File: config.mk
export PLATFORM = sky130hd
export DESIGN_NAME = concrete_biaxial_failure_check_flat
export DESIGN_NICKNAME = d
export VERILOG_FILES = /design/src/hw/rtl/cbfc_pkg.sv /design/src/hw/rtl/cbfc_if.sv /design/src/hw/rtl/cbfc_mul.sv /design/src/hw/rtl/cbfc_sqrt.sv /design/src/hw/rtl/concrete_biaxial_failure_check.sv /design/src/flat_wrapper.sv
export SDC_FILE = /design/constraint.sdc
export NUM_CORES = 2
export LEC_CHECK = 0
export BUFFER_PORTS_ARGS = -buffer_cell sky130_fd_sc_hd__buf_2
export CAP_MARGIN = 0
export CORE_UTILIZATION = 40
export DETAILED_ROUTE_END_ITERATION = 12
export HOLD_SLACK_MARGIN = 0.12
export PLACE_DENSITY = 0.65
export SYNTH_ARGS = -nofsm -noshare
export SYNTH_HDL_FRONTEND = slang
export SYNTH_SLANG_ARGS = --single-unit
File: constraint.sdc
create_clock -name clk_i -period 7.9 [get_ports clk_i]
set_input_delay 1.58 -clock clk_i [delete_from_list [all_inputs] [get_ports clk_i]]
set_output_delay 1.58 -clock clk_i [all_outputs]
set_load 0.1 [all_outputs]
File: src/hw/rtl/cbfc_pkg.sv
package cbfc_pkg;

  localparam int unsigned StressW = 32;
  localparam int unsigned StrengthW = 31;
  localparam int unsigned CfgIdxW = 8;
  localparam int unsigned CfgDataW = 32;

  localparam int unsigned SumW = 33;
  localparam int unsigned PrinW = 35;
  localparam int unsigned RootW = 32;
  localparam int unsigned RadW = 64;
  localparam int unsigned OpW = 40;
  localparam int unsigned OpCntW = 6;
  localparam int unsigned AccW = 2 * OpW + 2;
  localparam int unsigned RootCntW = 5;

  localparam logic [CfgIdxW-1:0] RegTensile = 8'd0;
  localparam logic [CfgIdxW-1:0] RegCompressive = 8'd1;
  localparam logic [StrengthW-1:0] CompressiveReset = 31'd65536;

  typedef struct packed {
    logic            start;
    logic            clear;
    logic            neg;
    logic            shr2;
    logic [OpW-1:0]  a;
    logic [OpW-1:0]  b;
  } mul_cmd_t;

endpackage

File: src/hw/rtl/cbfc_if.sv
interface cbfc_in_if;
  logic                                 valid;
  logic                                 ready;
  logic signed [cbfc_pkg::StressW-1:0]  stress_x;
  logic signed [cbfc_pkg::StressW-1:0]  stress_y;
  logic signed [cbfc_pkg::StressW-1:0]  shear_xy;
  logic                                 last_point;

  modport source (output valid, stress_x, stress_y, shear_xy, last_point, input ready);
  modport sink (input valid, stress_x, stress_y, shear_xy, last_point, output ready);
endinterface

interface cbfc_out_if;
  logic valid;
  logic ready;
  logic point_failed;
  logic element_failed;
  logic element_done;

  modport source (output valid, point_failed, element_failed, element_done, input ready);
  modport sink (input valid, point_failed, element_failed, element_done, output ready);
endinterface

interface cbfc_cfg_if;
  logic                             valid;
  logic                             ready;
  logic [cbfc_pkg::CfgIdxW-1:0]     index;
  logic [cbfc_pkg::CfgDataW-1:0]    data;

  modport source (output valid, index, data, input ready);
  modport sink (input valid, index, data, output ready);
endinterface

File: src/hw/rtl/cbfc_mul.sv
module cbfc_mul (
  input  logic                                 clk_i,
  input  logic                                 rst_ni,
  input  cbfc_pkg::mul_cmd_t                   cmd_i,
  output logic                                 busy_o,
  output logic signed [cbfc_pkg::AccW-1:0]     acc_o
);

  logic [2*cbfc_pkg::OpW-1:0]      a_q, a_d;
  logic [cbfc_pkg::OpW-1:0]        b_q, b_d;
  logic signed [cbfc_pkg::AccW-1:0] acc_q, acc_d;
  logic [cbfc_pkg::OpCntW-1:0]     cnt_q, cnt_d;
  logic                            busy_q, busy_d;
  logic                            neg_q, neg_d;
  logic signed [cbfc_pkg::AccW-1:0] addend;

  assign addend = $signed({2'b00, a_q});

  always_comb begin
    a_d = a_q;
    b_d = b_q;
    acc_d = acc_q;
    cnt_d = cnt_q;
    busy_d = busy_q;
    neg_d = neg_q;
    if (busy_q) begin
      if (b_q[0]) begin
        acc_d = neg_q ? acc_q - addend : acc_q + addend;
      end
      a_d = {a_q[2*cbfc_pkg::OpW-2:0], 1'b0};
      b_d = {1'b0, b_q[cbfc_pkg::OpW-1:1]};
      cnt_d = cnt_q + 1'b1;
      if (cnt_q == cbfc_pkg::OpCntW'(cbfc_pkg::OpW - 1)) begin
        busy_d = 1'b0;
      end
    end else if (cmd_i.start) begin
      a_d = {{cbfc_pkg::OpW{1'b0}}, cmd_i.a};
      b_d = cmd_i.b;
      neg_d = cmd_i.neg;
      cnt_d = '0;
      busy_d = 1'b1;
      if (cmd_i.clear) begin
        acc_d = '0;
      end
    end else if (cmd_i.shr2) begin
      acc_d = acc_q >>> 2;
    end
  end

  always_ff @(posedge clk_i or negedge rst_ni) begin
    if (!rst_ni) begin
      busy_q <= 1'b0;
      cnt_q <= '0;
    end else begin
      busy_q <= busy_d;
      cnt_q <= cnt_d;
    end
  end

  always_ff @(posedge clk_i) begin
    a_q <= a_d;
    b_q <= b_d;
    acc_q <= acc_d;
    neg_q <= neg_d;
  end

  assign busy_o = busy_q;
  assign acc_o = acc_q;

endmodule

File: src/hw/rtl/cbfc_sqrt.sv
module cbfc_sqrt (
  input  logic                           clk_i,
  input  logic                           rst_ni,
  input  logic                           start_i,
  input  logic [cbfc_pkg::RadW-1:0]      rad_i,
  output logic                           busy_o,
  output logic [cbfc_pkg::RootW-1:0]     root_o
);

  localparam int unsigned RemW = cbfc_pkg::RootW + 3;

  logic [cbfc_pkg::RadW-1:0]       x_q, x_d;
  logic [RemW-1:0]                 rem_q, rem_d;
  logic [cbfc_pkg::RootW-1:0]      root_q, root_d;
  logic [cbfc_pkg::RootCntW-1:0]   cnt_q, cnt_d;
  logic                            busy_q, busy_d;
  logic [RemW-1:0]                 rem_n, trial;

  assign rem_n = {rem_q[RemW-3:0], x_q[cbfc_pkg::RadW-1 -: 2]};
  assign trial = {1'b0, root_q, 2'b01};

  always_comb begin
    x_d = x_q;
    rem_d = rem_q;
    root_d = root_q;
    cnt_d = cnt_q;
    busy_d = busy_q;
    if (busy_q) begin
      x_d = {x_q[cbfc_pkg::RadW-3:0], 2'b00};
      if (rem_n >= trial) begin
        rem_d = rem_n - trial;
        root_d = {root_q[cbfc_pkg::RootW-2:0], 1'b1};
      end else begin
        rem_d = rem_n;
        root_d = {root_q[cbfc_pkg::RootW-2:0], 1'b0};
      end
      cnt_d = cnt_q + 1'b1;
      if (cnt_q == cbfc_pkg::RootCntW'(cbfc_pkg::RootW - 1)) begin
        busy_d = 1'b0;
      end
    end else if (start_i) begin
      x_d = rad_i;
      rem_d = '0;
      root_d = '0;
      cnt_d = '0;
      busy_d = 1'b1;
    end
  end

  always_ff @(posedge clk_i or negedge rst_ni) begin
    if (!rst_ni) begin
      busy_q <= 1'b0;
      cnt_q <= '0;
    end else begin
      busy_q <= busy_d;
      cnt_q <= cnt_d;
    end
  end

  always_ff @(posedge clk_i) begin
    x_q <= x_d;
    rem_q <= rem_d;
    root_q <= root_d;
  end

  assign busy_o = busy_q;
  assign root_o = root_q;

endmodule

File: src/hw/rtl/concrete_biaxial_failure_check.sv
// A new input word is taken only after the previous point has left the datapath.
// Each point uses six passes of the bit-serial multiplier and one bit-serial square root.
// A new word is taken while a finished result still waits in the output register;
// a stalled result holds the following point in its last step.
// Reset: ft = 0, fc = 1.0, element flag cleared, no result pending.
module concrete_biaxial_failure_check (
  input  logic        clk_i,
  input  logic        rst_ni,
  cbfc_cfg_if.sink    cfg_i,
  cbfc_in_if.sink     in_i,
  cbfc_out_if.source  out_o
);

  localparam logic [3:0] StIdle  = 4'd0;
  localparam logic [3:0] StPrep  = 4'd1;
  localparam logic [3:0] StWaitD = 4'd2;
  localparam logic [3:0] StShift = 4'd3;
  localparam logic [3:0] StWaitT = 4'd4;
  localparam logic [3:0] StWaitR = 4'd5;
  localparam logic [3:0] StCond  = 4'd6;
  localparam logic [3:0] StWaitC1 = 4'd7;
  localparam logic [3:0] StWaitC2 = 4'd8;
  localparam logic [3:0] StWaitT1 = 4'd9;
  localparam logic [3:0] StWaitT2 = 4'd10;
  localparam logic [3:0] StDone  = 4'd11;

  localparam int unsigned OpW = cbfc_pkg::OpW;
  localparam int unsigned WideW = OpW + 1;

  logic [3:0] state_q, state_d;

  logic [cbfc_pkg::StrengthW-1:0] ft_q, fc_q;
  logic signed [cbfc_pkg::StressW-1:0] sx_q, sy_q, t_q;
  logic last_q;
  logic signed [cbfc_pkg::SumW-1:0] m_q;
  logic signed [cbfc_pkg::PrinW-1:0] p1_q, p2_q;
  logic cc_q, cc_ok_q, tc_ok_q;
  logic fso_q;
  logic out_valid_q, pf_q, ef_q, ed_q;

  cbfc_pkg::mul_cmd_t mul_cmd;
  logic mul_busy;
  logic signed [cbfc_pkg::AccW-1:0] acc;
  logic sqrt_start, sqrt_busy;
  logic [cbfc_pkg::RootW-1:0] root;

  logic signed [cbfc_pkg::SumW-1:0] diff, m_c;
  logic [cbfc_pkg::SumW-1:0] d_mag;
  logic [cbfc_pkg::StressW-1:0] t_mag;
  logic signed [cbfc_pkg::PrinW-1:0] r2;
  logic signed [WideW-1:0] p1_w, p2_w, fc_w, ft_w, m_w;
  logic signed [WideW-1:0] lhs25, rhs48, x_w, m10, v_w;
  logic [WideW-1:0] x_mag, m10_mag, m_mag, p1_mag, v_mag;
  logic fail;

  assign cfg_i.ready = 1'b1;
  assign in_i.ready = (state_q == StIdle);

  always_ff @(posedge clk_i or negedge rst_ni) begin
    if (!rst_ni) begin
      ft_q <= '0;
      fc_q <= cbfc_pkg::CompressiveReset;
    end else if (cfg_i.valid) begin
      case (cfg_i.index)
        cbfc_pkg::RegTensile: ft_q <= cfg_i.data[cbfc_pkg::StrengthW-1:0];
        cbfc_pkg::RegCompressive: fc_q <= cfg_i.data[cbfc_pkg::StrengthW-1:0];
        default: ;
      endcase
    end
  end

  assign m_c = cbfc_pkg::SumW'(sx_q) + cbfc_pkg::SumW'(sy_q);
  assign diff = cbfc_pkg::SumW'(sx_q) - cbfc_pkg::SumW'(sy_q);
  assign d_mag = diff[cbfc_pkg::SumW-1] ? cbfc_pkg::SumW'(-diff) : cbfc_pkg::SumW'(diff);
  assign t_mag = t_q[cbfc_pkg::StressW-1] ? cbfc_pkg::StressW'(-t_q) : cbfc_pkg::StressW'(t_q);
  assign r2 = $signed({2'b00, root, 1'b0});

  assign p1_w = WideW'(p1_q);
  assign p2_w = WideW'(p2_q);
  assign m_w = WideW'(m_q);
  assign fc_w = $signed({{(WideW - cbfc_pkg::StrengthW){1'b0}}, fc_q});
  assign ft_w = $signed({{(WideW - cbfc_pkg::StrengthW){1'b0}}, ft_q});
  assign lhs25 = (p2_w <<< 4) + (p2_w <<< 3) + p2_w;
  assign rhs48 = -((fc_w <<< 5) + (fc_w <<< 4));
  assign x_w = (p2_w <<< 2) + p2_w + (p1_w <<< 4) + (p1_w <<< 1) + p1_w;
  assign m10 = (m_w <<< 3) + (m_w <<< 1);
  assign v_w = (fc_w <<< 3) + (fc_w <<< 1) + (p2_w <<< 2);
  assign x_mag = x_w[WideW-1] ? WideW'(-x_w) : WideW'(x_w);
  assign m10_mag = m10[WideW-1] ? WideW'(-m10) : WideW'(m10);
  assign m_mag = m_w[WideW-1] ? WideW'(-m_w) : WideW'(m_w);
  assign p1_mag = p1_w[WideW-1] ? WideW'(-p1_w) : WideW'(p1_w);
  assign v_mag = v_w[WideW-1] ? WideW'(-v_w) : WideW'(v_w);

  always_comb begin
    state_d = state_q;
    mul_cmd = '0;
    sqrt_start = 1'b0;
    case (state_q)
      StIdle: begin
        if (in_i.valid) state_d = StPrep;
      end
      StPrep: begin
        mul_cmd.start = 1'b1;
        mul_cmd.clear = 1'b1;
        mul_cmd.a = OpW'(d_mag);
        mul_cmd.b = OpW'(d_mag);
        state_d = StWaitD;
      end
      StWaitD: begin
        if (!mul_busy) begin
          mul_cmd.shr2 = 1'b1;
          state_d = StShift;
        end
      end
      StShift: begin
        mul_cmd.start = 1'b1;
        mul_cmd.a = OpW'(t_mag);
        mul_cmd.b = OpW'(t_mag);
        state_d = StWaitT;
      end
      StWaitT: begin
        if (!mul_busy) begin
          sqrt_start = 1'b1;
          state_d = StWaitR;
        end
      end
      StWaitR: begin
        if (!sqrt_busy) state_d = StCond;
      end
      StCond: begin
        mul_cmd.start = 1'b1;
        mul_cmd.clear = 1'b1;
        mul_cmd.a = m10_mag[OpW-1:0];
        mul_cmd.b = m_mag[OpW-1:0];
        state_d = StWaitC1;
      end
      StWaitC1: begin
        if (!mul_busy) begin
          mul_cmd.start = 1'b1;
          mul_cmd.neg = x_w[WideW-1];
          mul_cmd.a = x_mag[OpW-1:0];
          mul_cmd.b = fc_w[OpW-1:0];
          state_d = StWaitC2;
        end
      end
      StWaitC2: begin
        if (!mul_busy) begin
          mul_cmd.start = 1'b1;
          mul_cmd.clear = 1'b1;
          mul_cmd.neg = p1_w[WideW-1];
          mul_cmd.a = OpW'((fc_w <<< 2) + fc_w);
          mul_cmd.b = p1_mag[OpW-1:0];
          state_d = StWaitT1;
        end
      end
      StWaitT1: begin
        if (!mul_busy) begin
          mul_cmd.start = 1'b1;
          mul_cmd.neg = !v_w[WideW-1];
          mul_cmd.a = v_mag[OpW-1:0];
          mul_cmd.b = ft_w[OpW-1:0];
          state_d = StWaitT2;
        end
      end
      StWaitT2: begin
        if (!mul_busy) state_d = StDone;
      end
      StDone: begin
        if (!out_valid_q || out_o.ready) state_d = StIdle;
      end
      default: state_d = StIdle;
    endcase
  end

  assign fail = (cc_q && ((m_q == '0) || cc_ok_q)) ||
                (p2_q[cbfc_pkg::PrinW-1] ? ((fc_q == '0) || tc_ok_q)
                                         : (p1_w >= (ft_w <<< 1)));

  always_ff @(posedge clk_i or negedge rst_ni) begin
    if (!rst_ni) begin
      state_q <= StIdle;
      fso_q <= 1'b0;
      out_valid_q <= 1'b0;
    end else begin
      state_q <= state_d;
      if (state_q == StDone && (!out_valid_q || out_o.ready)) begin
        out_valid_q <= 1'b1;
        fso_q <= last_q ? 1'b0 : (fso_q | fail);
      end else if (out_valid_q && out_o.ready) begin
        out_valid_q <= 1'b0;
      end
    end
  end

  always_ff @(posedge clk_i) begin
    if (state_q == StIdle && in_i.valid) begin
      sx_q <= in_i.stress_x;
      sy_q <= in_i.stress_y;
      t_q <= in_i.shear_xy;
      last_q <= in_i.last_point;
    end
    if (state_q == StPrep) m_q <= m_c;
    if (state_q == StWaitR) begin
      p1_q <= cbfc_pkg::PrinW'(m_q) + r2;
      p2_q <= cbfc_pkg::PrinW'(m_q) - r2;
    end
    if (state_q == StCond) cc_q <= (lhs25 < rhs48);
    if (state_q == StWaitC2 && !mul_busy) cc_ok_q <= !acc[cbfc_pkg::AccW-1];
    if (state_q == StWaitT2 && !mul_busy) tc_ok_q <= !acc[cbfc_pkg::AccW-1];
    if (state_q == StDone && (!out_valid_q || out_o.ready)) begin
      pf_q <= fail;
      ef_q <= fso_q | fail;
      ed_q <= last_q;
    end
  end

  assign out_o.valid = out_valid_q;
  assign out_o.point_failed = pf_q;
  assign out_o.element_failed = ef_q;
  assign out_o.element_done = ed_q;

  cbfc_mul u_mul (
    .clk_i  (clk_i),
    .rst_ni (rst_ni),
    .cmd_i  (mul_cmd),
    .busy_o (mul_busy),
    .acc_o  (acc)
  );

  cbfc_sqrt u_sqrt (
    .clk_i   (clk_i),
    .rst_ni  (rst_ni),
    .start_i (sqrt_start),
    .rad_i   (acc[cbfc_pkg::RadW-1:0]),
    .busy_o  (sqrt_busy),
    .root_o  (root)
  );

endmodule
File: src/flat_wrapper.sv
// flat-port wrapper written by rule: the top's interface ports become plain ports
module concrete_biaxial_failure_check_flat 
  (clk_i, rst_ni, cfg_i_valid, cfg_i_index, cfg_i_data, cfg_i_ready, in_i_valid, in_i_stress_x, in_i_stress_y, in_i_shear_xy, in_i_last_point, in_i_ready, out_o_valid, out_o_point_failed, out_o_element_failed, out_o_element_done, out_o_ready);
  cbfc_cfg_if cfg_i_i ();
  cbfc_in_if in_i_i ();
  cbfc_out_if out_o_i ();
  input  logic clk_i;
  input  logic rst_ni;
  input wire logic [$bits(cfg_i_i.valid)-1:0] cfg_i_valid;
  input wire logic [$bits(cfg_i_i.index)-1:0] cfg_i_index;
  input wire logic [$bits(cfg_i_i.data)-1:0] cfg_i_data;
  output wire logic [$bits(cfg_i_i.ready)-1:0] cfg_i_ready;
  input wire logic [$bits(in_i_i.valid)-1:0] in_i_valid;
  input wire logic [$bits(in_i_i.stress_x)-1:0] in_i_stress_x;
  input wire logic [$bits(in_i_i.stress_y)-1:0] in_i_stress_y;
  input wire logic [$bits(in_i_i.shear_xy)-1:0] in_i_shear_xy;
  input wire logic [$bits(in_i_i.last_point)-1:0] in_i_last_point;
  output wire logic [$bits(in_i_i.ready)-1:0] in_i_ready;
  output wire logic [$bits(out_o_i.valid)-1:0] out_o_valid;
  output wire logic [$bits(out_o_i.point_failed)-1:0] out_o_point_failed;
  output wire logic [$bits(out_o_i.element_failed)-1:0] out_o_element_failed;
  output wire logic [$bits(out_o_i.element_done)-1:0] out_o_element_done;
  input wire logic [$bits(out_o_i.ready)-1:0] out_o_ready;
  assign cfg_i_i.valid = cfg_i_valid;
  assign cfg_i_i.index = cfg_i_index;
  assign cfg_i_i.data = cfg_i_data;
  assign cfg_i_ready = cfg_i_i.ready;
  assign in_i_i.valid = in_i_valid;
  assign in_i_i.stress_x = in_i_stress_x;
  assign in_i_i.stress_y = in_i_stress_y;
  assign in_i_i.shear_xy = in_i_shear_xy;
  assign in_i_i.last_point = in_i_last_point;
  assign in_i_ready = in_i_i.ready;
  assign out_o_valid = out_o_i.valid;
  assign out_o_point_failed = out_o_i.point_failed;
  assign out_o_element_failed = out_o_i.element_failed;
  assign out_o_element_done = out_o_i.element_done;
  assign out_o_i.ready = out_o_ready;
  concrete_biaxial_failure_check u_core (.clk_i(clk_i), .rst_ni(rst_ni), .cfg_i(cfg_i_i), .in_i(in_i_i), .out_o(out_o_i));
endmodule
-- Yosys cells after proc, flatten, opt, wreduce, memory -nomap -nowiden
Index checks and enable logic that the tools add are counted.
- add/subtract/negate cells: 28
- $lt $le $gt $ge: 3
- equality and inequality tests: 25
- mux-type cells: 57
- bitwise logic cells: 2
- reduce and logical (&&, ||, !) cells: 32
- operators by type and width (cell ; number):
    80-bit one-hot mux with 6 select lines ; 1
    82-bit two-way mux ; 5
    40-bit two-way mux ; 5
    80-bit two-way mux ; 2
    33-bit two-way mux ; 4
    64-bit two-way mux ; 2
    32-bit two-way mux ; 3
    82-bit by 81-bit adder with 82-bit output ; 1
    82-bit by 81-bit subtractor with 82-bit output ; 1
    81-bit two-way mux ; 1
    40-bit negation ; 2
    39-bit two-way mux ; 2
    4-bit one-hot mux with 12 select lines ; 1
    40-bit by 35-bit adder with 41-bit output ; 1
    41-bit by 35-bit adder with 41-bit output ; 1
    41-bit by 36-bit adder with 41-bit output ; 1
    41-bit < comparator ; 1
    41-bit negation ; 1
    38-bit by 39-bit adder with 40-bit output ; 1
    39-bit by 38-bit adder with 40-bit output ; 1
    33-bit negation with 40-bit output ; 1
    35-bit negation with 40-bit output ; 1
    37-bit negation with 40-bit output ; 1
    36-bit by 37-bit adder with 38-bit output ; 1
    other kinds (48) ; 106
- flip-flop bits (word level): 619
- logic and storage cells: 180

-- Depth between registers and ports, before layout
- word-level depth: 9
- mapped depth: 33
- depth with buffers taken out: 30

-- Modules after synthesis
From an unflattened synthesis, not the netlist that was laid out.
- cells, all modules: 6774
- area, all modules: 60511.8 um2
- by module, submodules not included (module ; instances ; cells each ; area each (um2) ; seq. area each (um2)):
    concrete_biaxial_failure_check ; 1 ; 4511 ; 37967.7 ; 7828.8
    cbfc_mul ; 1 ; 1598 ; 15168.3 ; 6251.0
    cbfc_sqrt ; 1 ; 665 ; 7375.8 ; 4003.8

-- Worst setup path before layout
OpenSTA, ideal clock, no wires.
- path type: register to register
- start: register u_core.p2_q[0] (netlist bit)
- end: register u_core.u_mul.a_q[21] (netlist bit), data pin
- library setup time: 277 ps
- data arrival time: 6986 ps
- data required time: 7623 ps
- setup slack: 637 ps
- stages on the path, launching flop included: 33
- buffers on the path: 3
- cell sequence: edfxtp_1 -> inv_1 -> fa_1 -> inv_1 -> fa_1 -> a21o_1 -> a21oi_1 -> o21ai_0 -> a2111oi_0 -> or3_1 -> o21ai_0 -> a31oi_1 -> nor2b_1 -> o21ai_0 -> nand2b_1 -> xnor2_1 -> fa_1 -> inv_1 -> ha_1 -> clkbuf_1 -> a21oi_1 -> o221ai_1 -> or3_1 -> o211ai_1 -> o21ai_0 -> o21a_1 -> o211ai_1 -> clkbuf_1 -> buf_1 -> a21oi_1 -> xor2_1 -> a211oi_1 -> a22oi_1
- cells in the longest elaborated chain, start to end: 9
- elaborated cells between the ends (all ways): 12
- those cells by class: 7 x add/sub; 5 x mux
- ends and longest elaborated chain (element ; line ; source):
    from (decl) ; concrete_biaxial_failure_check.sv:36 ; logic signed [cbfc_pkg::PrinW-1:0] p1_q, p2_q;
    from (signal assigned) ; concrete_biaxial_failure_check.sv:205 ; p2_q <= cbfc_pkg::PrinW'(m_q) - r2;
    37-bit by 35-bit adder with 38-bit output ; concrete_biaxial_failure_check.sv:85 ; assign x_w = (p2_w <<< 2) + p2_w + (p1_w <<< 4) + (p1_w <<< 1) + p1_w;
    38-bit by 39-bit adder with 40-bit output ; concrete_biaxial_failure_check.sv:85 ;
    41-bit by 36-bit adder with 41-bit output ; concrete_biaxial_failure_check.sv:85 ;
    41-bit by 35-bit adder with 41-bit output ; concrete_biaxial_failure_check.sv:85 ;
    40-bit negation ; concrete_biaxial_failure_check.sv:88 ; assign x_mag = x_w[WideW-1] ? WideW'(-x_w) : WideW'(x_w);
    40-bit two-way mux ; concrete_biaxial_failure_check.sv:88 ;
    80-bit one-hot mux with 6 select lines * ; concrete_biaxial_failure_check.sv:98 ; case (state_q)
    80-bit two-way mux * ; cbfc_mul.sv:36 ; end else if (cmd_i.start) begin
    80-bit two-way mux * ; cbfc_mul.sv:26 ; if (busy_q) begin
    net u_core.u_mul.a_d (one bit) ; cbfc_mul.sv:9 ; logic [2*cbfc_pkg::OpW-1:0] a_q, a_d;
    to (signal assigned) ; cbfc_mul.sv:61 ; a_q <= a_d;
    to (decl) ; cbfc_mul.sv:9 ;
Mark *: on every way through the listed nets, which the timed path passes. The rest lies on a longest branch. The select of a mux whose other input is x is not followed.
A chain may end at the register's enable or synchronous reset.

-- Worst setup path in the final report
- start: register u_core.fc_q[2] (netlist bit)
- end: register u_core.u_mul.a_q[35] (netlist bit), data pin
- cells in the longest elaborated chain, start to end: 7
- ends and longest elaborated chain (element ; line ; source):
    from (decl) ; concrete_biaxial_failure_check.sv:32 ; logic [cbfc_pkg::StrengthW-1:0] ft_q, fc_q;
    from (signal assigned) ; concrete_biaxial_failure_check.sv:62 ; fc_q <= cbfc_pkg::CompressiveReset;
    from (signal assigned) ; concrete_biaxial_failure_check.sv:66 ; cbfc_pkg::RegCompressive: fc_q <= cfg_i.data[cbfc_pkg::StrengthW-1:0];
    34-bit by 32-bit adder with 35-bit output * ; concrete_biaxial_failure_check.sv:87 ; assign v_w = (fc_w <<< 3) + (fc_w <<< 1) + (p2_w <<< 2);
    36-bit by 37-bit adder with 38-bit output * ; concrete_biaxial_failure_check.sv:87 ;
    40-bit negation ; concrete_biaxial_failure_check.sv:92 ; assign v_mag = v_w[WideW-1] ? WideW'(-v_w) : WideW'(v_w);
    40-bit two-way mux * ; concrete_biaxial_failure_check.sv:92 ;
    80-bit one-hot mux with 6 select lines * ; concrete_biaxial_failure_check.sv:98 ;
    80-bit two-way mux * ; cbfc_mul.sv:36 ;
    80-bit two-way mux * ; cbfc_mul.sv:26 ;
    net u_core.u_mul.a_d (one bit) ; cbfc_mul.sv:9 ;
Marked as above.

==> out/summary.txt <==
Critical Path End Type: register
vias in the first global route: 53477
Ys Warns: 0
share of cells above drive strength 1: 7.34%
total CTS buffers: 79
Startpoint Class: register
CTS Buffer Depth: 3
Clock transition at path regs: 60 ps
most common cell after layout, fill and taps aside: nand2_1
# fillers: 15209
Post-Syn Area: 62500 sq um
area grow syn2layout: 9.83%
RSZ-0062 raised after global routing: false
post-place setup slack: 309 ps
I/O Buffers: 145
ys async rst share: 13.1%
# hold bufs at CTS: 0
full die area: 158000 sq um
register area share after synthesis: 28.9%
first-pass GRT wire length: 327000 um
Adder-Cell Fraction of Synth Area: 15.2%
Vias: 56543
status: completed
Fin. Hold Viols: 0
FF-to-FF path depth: 23
Gate Count Post-Synth: 7215
synthesized net count: 8051
routed wire length: 218000 um
Worst-Skew Late Latency: 740 ps
dominant cell type by area after synthesis: edfxtp_1
largest cells by area after synthesis: edfxtp_1 (26%), ha_1 (12%), xnor2_1 (7.1%), a21oi_1 (4.3%), nand2_1 (4.1%)
Placeable Area: 155000 sq um
gp weighted congestion: 1.03
ys flop type: edfxtp_1
# DRC: 0
Crit path depth: 23
min-delay worst type: reg2reg
XOR/XNOR Fraction of Synth Area: 9.53%
Detailed Place HPWL: 171000 um
final core occ: 44.4%
most frequent cells in the layout: nand2_1 (675), ha_1 (583), a21oi_1 (535)
row count: 144
main combinational cell family by area after synthesis: compound AO/OA/AOI/OAI gates
TritonRoute pass-1 iters: 8
CP delay by family, top: compound AO/OA/AOI/OAI gates
initial antenna violation count: 6
Worst Skew: 54.4 ps
Worst Path Max Fanout: 8
syn_area_per_cell: 8.67 sq um
Setup TNS: 0 ps
crit-path max cell delay: 690 ps
largest net degree at the start of global routing: 97
Sink Count: 617
flops & latches, synth: 617
TritonCTS clock tree: yes
final worst setup slack: 314 ps
Final nets: 8133
# setup viols final: 0
clk root buf: clkbuf_16
Die Ht: 397 um
post-synth top area share: 25.6%
H-tree levels: 3
Final Slew Violations: 0
Final min period: 7590 ps
buffers plus inverters on the worst setup path: 0
multiplexer area fraction after synthesis: 1.37%
Arr. time, crit path: 8040 ps
Worst Path Required: 8360 ps
Total GRT Usage: 27.0%
Fmax: 0.132 GHz
hold depth: 0
CP cell instances: ha_1 -> fa_1 -> a211oi_1 -> o211a_1 -> o32ai_1 -> o21ai_0 -> nand2b_1 -> a221o_1 -> a21oi_1 -> xnor2_1 -> ha_1 -> a21oi_1 -> o21ai_1 -> a2111o_1 -> a2111oi_0 -> a211oi_1 -> nor4_1 -> and4_1 -> nor3b_1 -> a21oi_1 -> xor2_1 -> o31ai_1 -> a211o_1
WHS: 429 ps
total congestion overflow: 0
post-synthesis compound-gate area fraction: 22.8%
Netlist cell types: 106
Initial Util: 40.4%
initial drt markers: 5528
routed vias/inst: 6.01
DR WL/cell: 23.2 um
worst slew pin tran: 1190 ps
Tcrit/Tclk final: 96.0%
Most Frequent Cell on Critical Path: a21oi_1
max_slew headroom: 20.8%
io pins: 148
crit path kind: reg2reg
Die Wd: 397 um
simple-gate area share of the yosys netlist: 17.7%
EDFF count, synth: 532
Max-cap violations: 0
DRT antenna net count: 0
Crit-path slowest cell: o32ai_1
worst register-to-register path, delay by kind of cell, from the launching register on:
family,cells,cell delay [ps]
DFF,1,520
and+or+nand+nor,4,1460
AOI/OAI and AO/OA,14,3380
adders and majority gates,3,1000
xor gates and xnor gates,2,990
through the flow:
step	area (sq um)	cells
2_1_floorplan	62500	7215
3_3_place_gp	65900	9256
3_5_place_dp	65900	9256
4_1_cts	68600	9401
5_1_grt	68600	9405
6_report	68700	9411
kinds of logic after synthesis:
kind of cell,after synthesis
multiplexers,81
buffers and inverters,729
AND/OR/NAND/NOR,2244
adder cells (fa/ha/maj),694
XOR/XNOR,680
AO/OA/AOI/OAI,2169
other,1
flip-flops,617
sequential cells by signal, summed over array words and instances (netlist names), 32 cells and up:
register	cells
u_core.m_q	33
u_core.p1_q	34
u_core.p2_q	34
u_core.sx_q	32
u_core.sy_q	32
u_core.t_q	32
u_core.u_mul.a_q	80
u_core.u_mul.acc_o	82
u_core.u_mul.b_q	40
u_core.u_sqrt.rem_q	33
u_core.u_sqrt.root_o	32
u_core.u_sqrt.x_q	64
layer usage:
metal  track usage (%)  vias up  share of wire [%]
met1              35.0    27123                 42
met5                 0        -             0.0060
met4              16.4        2                6.8
met3              4.37      502                7.1
li1                  -    26822                  -
met2              42.0     2094                 44
Yosys cell counts, types with 58 or more instances:
cell,instances
edfxtp_1,532
xnor2_1,507
nand3_1,138
o21bai_1,87
o21ai_0,488
nand2_1,675
or3_1,71
a31oi_1,96
ha_1,583
nor3_1,191
clkbuf_1,243
a21o_1,189
a211oi_1,63
fa_1,111
nor2b_1,95
inv_1,449
a221oi_1,69
o31ai_1,63
nand2b_1,85
and2_1,126
nor2_1,486
nand4_1,87
dfrtp_1,80
a21oi_1,536
xor2_1,173
o21a_1,93
and3_1,67
nor4_1,58
final cells by class:
| cell class | count | area, sq um | share of cell area (%) |
|---|---|---|---|
| diodes | 6 | 15.0 | 0.0219 |
| clock buffers | 92 | 2050 | 2.98 |
| clock inverters | 53 | 688 | 1.00 |
| inverters | 452 | 1700 | 2.48 |
| multi-input cells | 5869 | 41800 | 60.9 |
| flip-flops and latches | 617 | 18100 | 26.3 |
| well taps | 2044 | 2560 | 3.72 |
| repair buffers | 278 | 1750 | 2.55 |
worst paths after layout:
check	start	to	slack, ps
max	u_core.fc_q[2]	u_core.u_mul.a_q[35]	310
min	u_core.last_q	u_core.out_o.element_done	430
max reg2reg	u_core.fc_q[2]	u_core.u_mul.a_q[35]	310
min reg2reg	u_core.last_q	u_core.out_o.element_done	430
max in group asynchronous	rst_ni	u_core.ft_q[15]	5760
min in group asynchronous	rst_ni	u_core.ft_q[20]	880
what timing repair did:
item                                    in CTS  in global routing
gates resized for setup                      0                  6
endpoints found under the setup margin       0                 36
hold endpoints to repair                     0                  0
buffers inserted                             0                  4
Power is left out: the tool's default activity adds up to more than one toggle a clock period on the data nets, which glitch-free logic cannot reach.
